--- config.mk ---
export PLATFORM = sky130hd
export DESIGN_NAME = pid_controller_pos_inc_unit
export DESIGN_NICKNAME = d
export VERILOG_FILES = /design/src/rtl/pidc_pkg.sv /design/src/rtl/pid_controller_pos_inc_unit.sv
export SDC_FILE = /design/constraint.sdc
export NUM_CORES = 2
export LEC_CHECK = 0
export CORE_MARGIN = 5
export CORE_UTILIZATION = 50
export CTS_CLUSTER_SIZE = 8
export DETAILED_ROUTE_END_ITERATION = 10
export DONT_BUFFER_PORTS = 1
export HOLD_SLACK_MARGIN = 0.06
export PLACE_DENSITY = 0.67
export SYNTH_ARGS = -nofsm -noshare
export SYNTH_HDL_FRONTEND = slang
export SYNTH_SLANG_ARGS = --single-unit
--- constraint.sdc ---
create_clock -name clk -period 10.2 [get_ports clk]
set_input_delay 1.02 -clock clk [delete_from_list [all_inputs] [get_ports clk]]
set_output_delay 1.02 -clock clk [all_outputs]
set_load 0.005 [all_outputs]
--- src/rtl/pidc_pkg.sv ---
// Shared constants for the positional/incremental PID controller.
package pidc_pkg;

    localparam int DATA_WIDTH_DEF = 32;
    localparam int FRAC_BITS_DEF  = 16;
    localparam int IO_WIDTH       = 32;
    localparam int CFG_IDX_WIDTH  = 3;

    localparam logic [CFG_IDX_WIDTH-1:0] REG_MODE      = 3'd0;
    localparam logic [CFG_IDX_WIDTH-1:0] REG_GAIN_P    = 3'd1;
    localparam logic [CFG_IDX_WIDTH-1:0] REG_GAIN_I    = 3'd2;
    localparam logic [CFG_IDX_WIDTH-1:0] REG_GAIN_D    = 3'd3;
    localparam logic [CFG_IDX_WIDTH-1:0] REG_OUT_LIM   = 3'd4;
    localparam logic [CFG_IDX_WIDTH-1:0] REG_INT_LIM   = 3'd5;
    localparam logic [CFG_IDX_WIDTH-1:0] REG_DEAD_BAND = 3'd6;
    localparam logic [CFG_IDX_WIDTH-1:0] REG_VI_BOUNDS = 3'd7;

    localparam int MODE_INCR  = 0;
    localparam int MODE_VARI  = 1;
    localparam int MODE_DMEAS = 2;

endpackage

--- src/rtl/pid_controller_pos_inc_unit.sv ---
// PID controller (positional or incremental) built around one shared multiplier.
// A transaction runs from acceptance to drive_out; a zero I or D gain skips that term's steps,
// the variable-speed integral adds a divide, and a dead band hit goes straight to the output.
// A new transaction is accepted only once the sequencer has returned to idle; each product
// is formed on the single W x 16 multiplier, upper gain half first, and a held result waits.
// Reset is asynchronous and active low and clears histories, integral, registers and sequencer.
module pid_controller_pos_inc_unit #(
    parameter int DATA_WIDTH = pidc_pkg::DATA_WIDTH_DEF,
    parameter int FRAC_BITS  = pidc_pkg::FRAC_BITS_DEF
) (
    input  logic                                 clk,
    input  logic                                 rst_n,
    input  logic                                 in_valid,
    output logic                                 in_stall,
    input  logic signed [pidc_pkg::IO_WIDTH-1:0] measured,
    input  logic signed [pidc_pkg::IO_WIDTH-1:0] setpoint,
    output logic                                 out_valid,
    input  logic                                 out_stall,
    output logic signed [pidc_pkg::IO_WIDTH-1:0] drive_out,
    input  logic                                 cfg_valid,
    output logic                                 cfg_ready,
    input  logic [pidc_pkg::CFG_IDX_WIDTH-1:0]   cfg_index,
    input  logic [31:0]                          cfg_data
);
    import pidc_pkg::*;

    // Working width and the wider width used for sums before saturation.
    localparam int W   = DATA_WIDTH;
    localparam int F   = FRAC_BITS;
    localparam int EW  = ((W > IO_WIDTH) ? W : IO_WIDTH) + 3;
    localparam int VW  = ((W > F + 8) ? W : F + 8) + 2;
    localparam int PW  = W + 32;
    localparam int QW  = PW + 1 - F;
    localparam int DCW = $clog2(F + 1);

    localparam logic signed [EW-1:0] VMAX_E = {{(EW-W+1){1'b0}}, {(W-1){1'b1}}};
    localparam logic signed [EW-1:0] VMIN_E = ~VMAX_E;
    localparam logic signed [W-1:0]  VMAX_W = {1'b0, {(W-1){1'b1}}};
    localparam logic signed [W-1:0]  VMIN_W = {1'b1, {(W-1){1'b0}}};
    localparam logic [QW-1:0]        VMAX_Q = {{(QW-W+1){1'b0}}, {(W-1){1'b1}}};
    localparam logic [PW:0]          HALF_P = {{(PW+1-F){1'b0}}, 1'b1, {(F-1){1'b0}}};
    // Low-pass coefficient, 0.05 rounded to the fraction grid.
    localparam logic [31:0]          LP_K   = 32'((((64'd1 << F) * 5) + 50) / 100);

    // Sequencer states.
    localparam logic [4:0] S_IDLE = 5'd0;
    localparam logic [4:0] S_ERR  = 5'd1;
    localparam logic [4:0] S_LPE  = 5'd2;
    localparam logic [4:0] S_LPE2 = 5'd3;
    localparam logic [4:0] S_P    = 5'd4;
    localparam logic [4:0] S_P2   = 5'd5;
    localparam logic [4:0] S_I2   = 5'd6;
    localparam logic [4:0] S_DIV  = 5'd7;
    localparam logic [4:0] S_I3   = 5'd8;
    localparam logic [4:0] S_I3R  = 5'd9;
    localparam logic [4:0] S_I4   = 5'd10;
    localparam logic [4:0] S_I5   = 5'd11;
    localparam logic [4:0] S_D    = 5'd12;
    localparam logic [4:0] S_D3   = 5'd13;
    localparam logic [4:0] S_D4   = 5'd14;
    localparam logic [4:0] S_D5   = 5'd15;
    localparam logic [4:0] S_D6   = 5'd16;
    localparam logic [4:0] S_FIN  = 5'd17;
    localparam logic [4:0] S_MUL  = 5'd18;
    localparam logic [4:0] S_MULR = 5'd19;

    function automatic logic signed [EW-1:0] ext(input logic signed [W-1:0] v);
        ext = {{(EW-W){v[W-1]}}, v};
    endfunction

    function automatic logic signed [EW-1:0] zext31(input logic [30:0] v);
        zext31 = $signed({{(EW-31){1'b0}}, v});
    endfunction

    function automatic logic signed [W-1:0] sat_w(input logic signed [EW-1:0] x);
        if (x > VMAX_E)
            sat_w = VMAX_W;
        else if (x < VMIN_E)
            sat_w = VMIN_W;
        else
            sat_w = x[W-1:0];
    endfunction

    function automatic logic signed [W-1:0] clamp_w(input logic signed [W-1:0] x,
                                                    input logic [30:0] lim);
        logic signed [EW-1:0] xe;
        logic signed [EW-1:0] le;
        logic signed [EW-1:0] ne;
        xe = ext(x);
        le = zext31(lim);
        ne = -le;
        if (xe > le)
            clamp_w = le[W-1:0];
        else if (xe < ne)
            clamp_w = ne[W-1:0];
        else
            clamp_w = x;
    endfunction

    // Registers.
    logic [4:0]          state_reg, state_next, ret_reg, ret_next;
    logic signed [W-1:0] meas_reg, meas_next, setp_reg, setp_next;
    logic signed [W-1:0] eh0_reg, eh0_next, eh1_reg, eh1_next, eh2_reg, eh2_next;
    logic signed [W-1:0] dh0_reg, dh0_next, dh1_reg, dh1_next;
    logic signed [W-1:0] mh0_reg, mh0_next, mh1_reg, mh1_next, mh2_reg, mh2_next;
    logic signed [W-1:0] iacc_reg, iacc_next, sum_reg, sum_next;
    logic signed [W-1:0] tmp_reg, tmp_next, prod_reg, prod_next;
    logic [31:0]         mul_g_reg, mul_g_next;
    logic [W-1:0]        mul_m_reg, mul_m_next;
    logic                mul_neg_reg, mul_neg_next, mul_cnt_reg, mul_cnt_next;
    logic [PW-1:0]       acc_reg, acc_next;
    logic [F+7:0]        div_rem_reg, div_rem_next, div_a_reg, div_a_next;
    logic [F-1:0]        div_q_reg, div_q_next;
    logic [DCW-1:0]      div_cnt_reg, div_cnt_next;
    logic                out_valid_reg, out_valid_next;
    logic signed [IO_WIDTH-1:0] drive_out_reg, drive_out_next;

    logic [2:0]  mode_reg;
    logic [30:0] gain_p_reg, gain_i_reg, gain_d_reg;
    logic [30:0] out_lim_reg, int_lim_reg, dead_band_reg;
    logic [31:0] vi_bounds_reg;

    // Call interface into the shared multiplier.
    logic                call_en;
    logic [31:0]         call_g;
    logic signed [W-1:0] call_v;
    logic [4:0]          call_ret;

    logic incr;
    assign incr = mode_reg[MODE_INCR];

    // Configuration writes must only be issued while the block is idle; the block does not enforce it.
    assign cfg_ready = 1'b1;

    always_ff @(posedge clk or negedge rst_n)
    begin
        if (!rst_n)
        begin
            mode_reg      <= '0;
            gain_p_reg    <= '0;
            gain_i_reg    <= '0;
            gain_d_reg    <= '0;
            out_lim_reg   <= '0;
            int_lim_reg   <= '0;
            dead_band_reg <= '0;
            vi_bounds_reg <= '0;
        end
        else if (cfg_valid && cfg_ready)
        begin
            unique case (cfg_index)
                REG_MODE:      mode_reg      <= cfg_data[2:0];
                REG_GAIN_P:    gain_p_reg    <= cfg_data[30:0];
                REG_GAIN_I:    gain_i_reg    <= cfg_data[30:0];
                REG_GAIN_D:    gain_d_reg    <= cfg_data[30:0];
                REG_OUT_LIM:   out_lim_reg   <= cfg_data[30:0];
                REG_INT_LIM:   int_lim_reg   <= cfg_data[30:0];
                REG_DEAD_BAND: dead_band_reg <= cfg_data[30:0];
                REG_VI_BOUNDS: vi_bounds_reg <= cfg_data;
                default:       mode_reg      <= mode_reg;
            endcase
        end
    end

    // Combinational helpers for the individual sequencer steps.
    logic signed [W-1:0]  err_new;
    logic signed [EW-1:0] err_abs;
    logic signed [VW-1:0] vi_ae, vi_a, vi_b;
    logic [W+15:0]        mul_part;
    logic [PW:0]          mul_round;
    logic [QW-1:0]        mul_q;
    logic [W-1:0]         mul_qw;
    logic [F+8:0]         div_shift;
    logic signed [W-1:0]  res_w;
    logic signed [EW-1:0] res_e;

    always_comb
    begin
        err_new = sat_w(ext(setp_reg) - ext(meas_reg));
        err_abs = err_new[W-1] ? -ext(err_new) : ext(err_new);

        vi_ae = eh0_reg[W-1] ? -$signed({{(VW-W){eh0_reg[W-1]}}, eh0_reg})
                             :  $signed({{(VW-W){1'b0}}, eh0_reg});
        vi_b  = $signed({{(VW-16){1'b0}}, vi_bounds_reg[15:0]}) <<< (F - 8);
        vi_a  = $signed({{(VW-16){1'b0}}, vi_bounds_reg[31:16]}) <<< (F - 8);

        mul_part  = mul_m_reg * (mul_cnt_reg ? mul_g_reg[15:0] : mul_g_reg[31:16]);
        mul_round = {1'b0, acc_reg} + HALF_P;
        mul_q     = mul_round[PW:F];
        mul_qw    = mul_q[W-1:0];

        div_shift = {div_rem_reg, 1'b0};

        res_w = clamp_w(sum_reg, out_lim_reg);
        res_e = ext(res_w);
    end

    // Sequencer.
    always_comb
    begin
        state_next     = state_reg;
        ret_next       = ret_reg;
        meas_next      = meas_reg;
        setp_next      = setp_reg;
        eh0_next       = eh0_reg;
        eh1_next       = eh1_reg;
        eh2_next       = eh2_reg;
        dh0_next       = dh0_reg;
        dh1_next       = dh1_reg;
        mh0_next       = mh0_reg;
        mh1_next       = mh1_reg;
        mh2_next       = mh2_reg;
        iacc_next      = iacc_reg;
        sum_next       = sum_reg;
        tmp_next       = tmp_reg;
        prod_next      = prod_reg;
        mul_g_next     = mul_g_reg;
        mul_m_next     = mul_m_reg;
        mul_neg_next   = mul_neg_reg;
        mul_cnt_next   = mul_cnt_reg;
        acc_next       = acc_reg;
        div_rem_next   = div_rem_reg;
        div_a_next     = div_a_reg;
        div_q_next     = div_q_reg;
        div_cnt_next   = div_cnt_reg;
        drive_out_next = drive_out_reg;
        out_valid_next = out_valid_reg && out_stall;
        call_en        = 1'b0;
        call_g         = '0;
        call_v         = '0;
        call_ret       = S_IDLE;

        unique case (state_reg)
            S_IDLE:
            begin
                if (in_valid)
                begin
                    meas_next  = sat_w($signed({{(EW-IO_WIDTH){measured[IO_WIDTH-1]}},
                                                measured}));
                    setp_next  = sat_w($signed({{(EW-IO_WIDTH){setpoint[IO_WIDTH-1]}},
                                                setpoint}));
                    state_next = S_ERR;
                end
            end
            S_ERR:
            begin
                eh2_next = eh1_reg;
                eh1_next = eh0_reg;
                eh0_next = err_new;
                if (err_abs < zext31(dead_band_reg))
                begin
                    sum_next   = '0;
                    state_next = S_FIN;
                end
                else
                    state_next = S_LPE;
            end
            S_LPE:
            begin
                call_en  = 1'b1;
                call_g   = LP_K;
                call_v   = sat_w(ext(eh0_reg) - ext(eh1_reg));
                call_ret = S_LPE2;
            end
            S_LPE2:
            begin
                eh0_next   = sat_w(ext(eh0_reg) - ext(prod_reg));
                state_next = S_P;
            end
            S_P:
            begin
                call_en  = 1'b1;
                call_g   = {1'b0, gain_p_reg};
                call_v   = incr ? sat_w(ext(eh0_reg) - ext(eh1_reg)) : eh0_reg;
                call_ret = S_P2;
            end
            S_P2:
            begin
                sum_next = prod_reg;
                if (gain_i_reg != '0)
                begin
                    call_en  = 1'b1;
                    call_g   = {1'b0, gain_i_reg};
                    call_v   = eh0_reg;
                    call_ret = S_I2;
                end
                else
                begin
                    if (!incr)
                        iacc_next = '0;
                    state_next = S_D;
                end
            end
            S_I2:
            begin
                tmp_next   = prod_reg;
                state_next = S_I4;
                if (mode_reg[MODE_VARI] && (vi_ae > vi_b))
                begin
                    if (vi_ae <= vi_a + vi_b)
                    begin
                        div_rem_next = (F+8)'(vi_a + vi_b - vi_ae);
                        div_a_next   = (F+8)'(vi_a);
                        div_q_next   = '0;
                        div_cnt_next = DCW'(F);
                        state_next   = S_DIV;
                    end
                    else
                        tmp_next = '0;
                end
            end
            S_DIV:
            begin
                // One quotient bit per cycle; the remainder stays below the divisor.
                if (div_cnt_reg == '0)
                    state_next = S_I3;
                else
                begin
                    div_cnt_next = div_cnt_reg - 1'b1;
                    if (div_shift >= {1'b0, div_a_reg})
                    begin
                        div_rem_next = (F+8)'(div_shift - {1'b0, div_a_reg});
                        div_q_next   = {div_q_reg[F-2:0], 1'b1};
                    end
                    else
                    begin
                        div_rem_next = div_shift[F+7:0];
                        div_q_next   = {div_q_reg[F-2:0], 1'b0};
                    end
                end
            end
            S_I3:
            begin
                call_en  = 1'b1;
                call_g   = 32'(div_q_reg);
                call_v   = tmp_reg;
                call_ret = S_I3R;
            end
            S_I3R:
            begin
                tmp_next   = prod_reg;
                state_next = S_I4;
            end
            S_I4:
            begin
                if (incr)
                    iacc_next = clamp_w(tmp_reg, int_lim_reg);
                else
                    iacc_next = clamp_w(sat_w(ext(iacc_reg) + ext(tmp_reg)), int_lim_reg);
                state_next = S_I5;
            end
            S_I5:
            begin
                sum_next   = sat_w(ext(sum_reg) + ext(iacc_reg));
                state_next = S_D;
            end
            S_D:
            begin
                if (gain_d_reg == '0)
                    state_next = S_FIN;
                else
                begin
                    if (mode_reg[MODE_DMEAS])
                    begin
                        mh2_next = mh1_reg;
                        mh1_next = mh0_reg;
                        mh0_next = meas_reg;
                        if (incr)
                            tmp_next = sat_w(-(ext(meas_reg) - (ext(mh0_reg) <<< 1)
                                               + ext(mh1_reg)));
                        else
                            tmp_next = sat_w(ext(mh0_reg) - ext(meas_reg));
                    end
                    else
                    begin
                        if (incr)
                            tmp_next = sat_w(ext(eh0_reg) - (ext(eh1_reg) <<< 1)
                                             + ext(eh2_reg));
                        else
                            tmp_next = sat_w(ext(eh0_reg) - ext(eh1_reg));
                    end
                    dh1_next   = dh0_reg;
                    state_next = S_D3;
                end
            end
            S_D3:
            begin
                call_en  = 1'b1;
                call_g   = LP_K;
                call_v   = sat_w(ext(tmp_reg) - ext(dh1_reg));
                call_ret = S_D4;
            end
            S_D4:
            begin
                dh0_next   = sat_w(ext(tmp_reg) - ext(prod_reg));
                state_next = S_D5;
            end
            S_D5:
            begin
                call_en  = 1'b1;
                call_g   = {1'b0, gain_d_reg};
                call_v   = dh0_reg;
                call_ret = S_D6;
            end
            S_D6:
            begin
                sum_next   = sat_w(ext(sum_reg) + ext(prod_reg));
                state_next = S_FIN;
            end
            S_FIN:
            begin
                if (!(out_valid_reg && out_stall))
                begin
                    drive_out_next = res_e[IO_WIDTH-1:0];
                    out_valid_next = 1'b1;
                    state_next     = S_IDLE;
                end
            end
            S_MUL:
            begin
                // Upper 16 bits of the gain first, then the lower 16 bits.
                acc_next     = (acc_reg << 16) + PW'(mul_part);
                mul_cnt_next = 1'b1;
                if (mul_cnt_reg)
                    state_next = S_MULR;
            end
            S_MULR:
            begin
                if (mul_q > VMAX_Q)
                    prod_next = mul_neg_reg ? VMIN_W : VMAX_W;
                else
                    prod_next = mul_neg_reg ? -$signed(mul_qw) : $signed(mul_qw);
                state_next = ret_reg;
            end
            default:
                state_next = S_IDLE;
        endcase

        if (call_en)
        begin
            mul_g_next   = call_g;
            mul_neg_next = call_v[W-1];
            mul_m_next   = call_v[W-1] ? W'(-call_v) : call_v;
            mul_cnt_next = 1'b0;
            acc_next     = '0;
            ret_next     = call_ret;
            state_next   = S_MUL;
        end
    end

    always_ff @(posedge clk or negedge rst_n)
    begin
        if (!rst_n)
        begin
            state_reg     <= S_IDLE;
            ret_reg       <= S_IDLE;
            out_valid_reg <= 1'b0;
            eh0_reg       <= '0;
            eh1_reg       <= '0;
            eh2_reg       <= '0;
            dh0_reg       <= '0;
            dh1_reg       <= '0;
            mh0_reg       <= '0;
            mh1_reg       <= '0;
            mh2_reg       <= '0;
            iacc_reg      <= '0;
            drive_out_reg <= '0;
            div_cnt_reg   <= '0;
            mul_cnt_reg   <= 1'b0;
        end
        else
        begin
            state_reg     <= state_next;
            ret_reg       <= ret_next;
            out_valid_reg <= out_valid_next;
            eh0_reg       <= eh0_next;
            eh1_reg       <= eh1_next;
            eh2_reg       <= eh2_next;
            dh0_reg       <= dh0_next;
            dh1_reg       <= dh1_next;
            mh0_reg       <= mh0_next;
            mh1_reg       <= mh1_next;
            mh2_reg       <= mh2_next;
            iacc_reg      <= iacc_next;
            drive_out_reg <= drive_out_next;
            div_cnt_reg   <= div_cnt_next;
            mul_cnt_reg   <= mul_cnt_next;
        end
    end

    always_ff @(posedge clk)
    begin
        meas_reg    <= meas_next;
        setp_reg    <= setp_next;
        sum_reg     <= sum_next;
        tmp_reg     <= tmp_next;
        prod_reg    <= prod_next;
        mul_g_reg   <= mul_g_next;
        mul_m_reg   <= mul_m_next;
        mul_neg_reg <= mul_neg_next;
        acc_reg     <= acc_next;
        div_rem_reg <= div_rem_next;
        div_a_reg   <= div_a_next;
        div_q_reg   <= div_q_next;
    end

    assign in_stall  = (state_reg != S_IDLE);
    assign out_valid = out_valid_reg;
    assign drive_out = drive_out_reg;

`ifndef SYNTHESIS
    logic signed [EW-1:0] chk_iacc, chk_ilim;
    assign chk_iacc = ext(iacc_reg);
    assign chk_ilim = zext31(int_lim_reg);

    a_accept_starts: assert property (@(posedge clk) disable iff (!rst_n)
        in_valid && !in_stall |=> state_reg == S_ERR)
        else $error("accepted transaction did not start the sequencer");

    a_integral_clamped: assert property (@(posedge clk) disable iff (!rst_n)
        state_reg == S_I5 |-> (chk_iacc <= chk_ilim) && (chk_iacc >= -chk_ilim))
        else $error("integral term outside its limit");

    a_div_remainder: assert property (@(posedge clk) disable iff (!rst_n)
        state_reg == S_DIV |-> div_rem_reg < div_a_reg)
        else $error("divider remainder not below divisor");
`endif

endmodule
==> results.rst <==
.. list-table::
   :header-rows: 1

   * - Metric
     - Value
   * - Setup repair after global routing missed its margin
     - false
   * - Global-route usage over all layers
     - 0.344
   * - Die height
     - 435 um
   * - Area overhead of the layout relative to synthesis
     - 7.32%
   * - Horiz. Die Dim
     - 435 um
   * - Area of the mapped netlist
     - 90,500 um^2
   * - Wire length after detailed routing
     - 335,000 um
   * - Aggregate global routing overflow
     - 0
   * - Detailed placer's ending HPWL
     - 260,000 um
   * - Count of warnings emitted by yosys
     - 0
   * - Clk_skew
     - 0.0665 ns
   * - Final Hold Fails
     - 0
   * - Critical path required time
     - 10.61 ns
   * - Area enclosed by the die boundary
     - 190,000 um^2
   * - Area share of the largest cell type after synthesis
     - 0.146
   * - Actual transition at the worst max-transition pin
     - 1.25 ns
   * - Number of flip-flops in the largest register
     - 64
   * - Slew Limit Headroom
     - 0.147
   * - Post-route cell area
     - 97,100 um^2
   * - Largest buffer count on any clock path
     - 3
   * - CTS tree
     - yes
   * - Number of max-slew violations in the final report
     - 0
   * - Final Core Density
     - 0.538
   * - Placed insts
     - 12,367
   * - Crit path capture type
     - flip-flop
   * - Cell with the largest stage delay on the worst path
     - sky130_fd_sc_hd__a211oi_1
   * - Worst setup startpoint
     - meas_reg[0]
   * - Critical path's most frequent cell
     - sky130_fd_sc_hd__a21o_1
   * - Clock edge transition at the registers on the reported setup and hold paths
     - 0.06 ns
   * - Multiplexer area fraction after synthesis
     - 0.0362
   * - Result of the run
     - completed
   * - EDFF count, synth
     - 280
   * - Post-synth ARST share
     - 0.605
   * - Compound-Gate Fraction of Synth Area
     - 0.201
   * - Site row count
     - 156
   * - Total number of clock tree sinks
     - 870
   * - Startpoint of the worst register-to-register path
     - meas_reg[0]
   * - Antenna-violating nets left
     - 0
   * - Worst stage delay on the critical path
     - 0.72 ns
   * - Startpoint Class
     - flip-flop
   * - Total negative slack for setup checks
     - 0 ns
   * - Non-filler instance count after layout
     - 12,668
   * - Syn nets
     - 11,824
   * - Insertion delay of the later-clocked pin in the worst-skew pair
     - 0.83 ns
   * - Root buffer cell
     - sky130_fd_sc_hd__clkbuf_16
   * - TritonCTS Buffers
     - 130
   * - Number of gates given a new drive strength after cts
     - 0
   * - Area taken by flip-flops and latches
     - 22,900 um^2
   * - Post-cts hold buffer count
     - 3
   * - Number of buffer cells added on primary ports
     - 0
   * - Main combinational cell family by area after synthesis
     - adder cells
   * - Multi-input combinational cell area
     - 61,500 um^2
   * - Sequential fraction of the synthesis area
     - 0.253
   * - Placer Congestion
     - 1.02
   * - Total of flip-flops plus latches after synthesis
     - 870
   * - Post-CTS setup buffer count
     - 0
   * - Post-detailed-placement cell area
     - 92,700 um^2
   * - Count of H-tree levels built during CTS
     - 4
   * - Xor/xnor cell area share of the yosys netlist
     - 0.0513
   * - WL/cell
     - 26.5 um
   * - Top FF cell, synth
     - sky130_fd_sc_hd__dfrtp_1
   * - Top post-synthesis cells by area
     - sky130_fd_sc_hd__dfrtp_1, sky130_fd_sc_hd__fa_1, sky130_fd_sc_hd__ha_1
   * - Largest net degree at the start of global routing
     - 239
   * - Path type of the worst setup path
     - flip-flop to flip-flop
   * - Final period utilization
     - 0.915
   * - Max Cap Viol
     - 0
   * - Wire length of the first global-routing pass
     - 499,000 um
   * - Min cycle time layout
     - 9.33 ns
   * - Core region area
     - 180,000 um^2
   * - Synth Instances
     - 10,384
   * - Adder and majority cell fraction of the synthesized area
     - 0.234
   * - Arrival time worst endpoint
     - 9.74 ns
   * - Syn Area/Cell
     - 8.71 um^2
   * - Vias in the first global route
     - 77,919
   * - Simple-gate share of the synthesized area
     - 0.155
   * - Layout fillers
     - 16,607
   * - Drt pass-1 iters
     - 10
   * - Area leader, netlist
     - sky130_fd_sc_hd__dfrtp_1
   * - Effective utilization at floorplan
     - 0.502
   * - Number of DRC markers in iteration 0
     - 8,258
   * - Via-to-Cell Ratio
     - 6.31
   * - Ports placed on the boundary
     - 139
   * - Peak clock frequency supported by timing
     - 107 MHz
   * - Total via count in the routed design
     - 79,995
   * - Top fanout value on the critical path
     - 32
   * - Worst min-delay path class
     - input pin to async pin
   * - NumNets Final
     - 11,574
   * - Cell variety after synth
     - 126
   * - Layout cell share with drive strength beyond 1
     - 0.0715
   * - Number of DRC violations after detailed routing
     - 0
   * - Initial antenna violation count
     - 38
   * - Setup Viol. Count Final
     - 0
-- through the flow --
stage,setup WS (ns),hold WS (ns)
after detailed placement,1.01,0.447
final,0.867,0.144
after global placement,1.07,0.440
after global routing,0.293,0.159
after CTS,0.906,0.161
after floorplan,1.91,0.432
-- critical path, delay by kind of cell (launching register included) --
family	cells	cell delay, ns
buf+inv	2	0.64
simple gates	9	1.34
flops	1	0.44
fa+ha+maj	4	1.19
compound gates	22	5.23
-- cell usage in the layout, fill, tap and decap left out, types with 280 or more instances in the layout --
cell type and instances:
sky130_fd_sc_hd__nand2_1 1133, sky130_fd_sc_hd__edfxtp_1 280, sky130_fd_sc_hd__fa_1 525, sky130_fd_sc_hd__dfrtp_1 525, sky130_fd_sc_hd__inv_1 1127, sky130_fd_sc_hd__xnor2_1 363
sky130_fd_sc_hd__a21oi_1 637, sky130_fd_sc_hd__o21ai_0 690, sky130_fd_sc_hd__ha_1 811, sky130_fd_sc_hd__nor2_1 448, sky130_fd_sc_hd__a21o_1 324
-- Yosys cell counts (280+ instances only) --
| cell type | count |
|---|---|
| sky130_fd_sc_hd__a21o_1 | 324 |
| sky130_fd_sc_hd__a21oi_1 | 639 |
| sky130_fd_sc_hd__clkbuf_1 | 468 |
| sky130_fd_sc_hd__dfrtp_1 | 526 |
| sky130_fd_sc_hd__edfxtp_1 | 280 |
| sky130_fd_sc_hd__fa_1 | 525 |
| sky130_fd_sc_hd__ha_1 | 811 |
| sky130_fd_sc_hd__inv_1 | 1128 |
| sky130_fd_sc_hd__nand2_1 | 1134 |
| sky130_fd_sc_hd__nor2_1 | 458 |
| sky130_fd_sc_hd__o21ai_0 | 690 |
| sky130_fd_sc_hd__xnor2_1 | 363 |
-- final timing paths --
| check | to | depth (start not counted) | slack, ns |
|---|---|---|---|
| max in group asynchronous | mh1_reg[25] | 2 | 8.67 |
| min in group clk | setp_reg[29] | 0 | 0.29 |
| worst max register to register | sum_reg[16] | 37 | 0.87 |
| worst min-delay path | drive_out[13] | 1 | 0.14 |
| worst max-delay path | sum_reg[16] | 37 | 0.87 |
| worst min register to register | acc_reg[0] | 2 | 0.45 |
-- logic make-up after synthesis --
group                      after synthesis
and+or+nand+nor                       2890
AOI/OAI and AO/OA                     2743
buffers and inverters                 1664
adders and majority gates             1389
DFF                                    870
xor gates and xnor gates               530
muxes                                  297
other                                    1
-- metal layers --
| metal | part of all wire | track usage | routed length (um) | up-vias |
|---|---|---|---|---|
| met5 | 0.00054 | 0 | 180 | - |
| li1 | - | - | - | 36073 |
| met3 | 0.091 | 0.0781 | 30600 | 909 |
| met4 | 0.067 | 0.205 | 22500 | 28 |
| met1 | 0.39 | 0.437 | 132000 | 39202 |
| met2 | 0.45 | 0.538 | 150000 | 3783 |
-- final cells by class --
cell class,count,share of cell area
multi-input cells,7850,0.634
flip-flops and latches,870,0.235
inverters,1131,0.0438
clock buffers,207,0.0368
well taps,2370,0.0305
repair buffers,151,0.0127
clock inverters,18,0.00504
diodes,71,0.00183
Power is not shown: default switching activity piles up to over one toggle a cycle in this logic, so the estimate is an artifact.
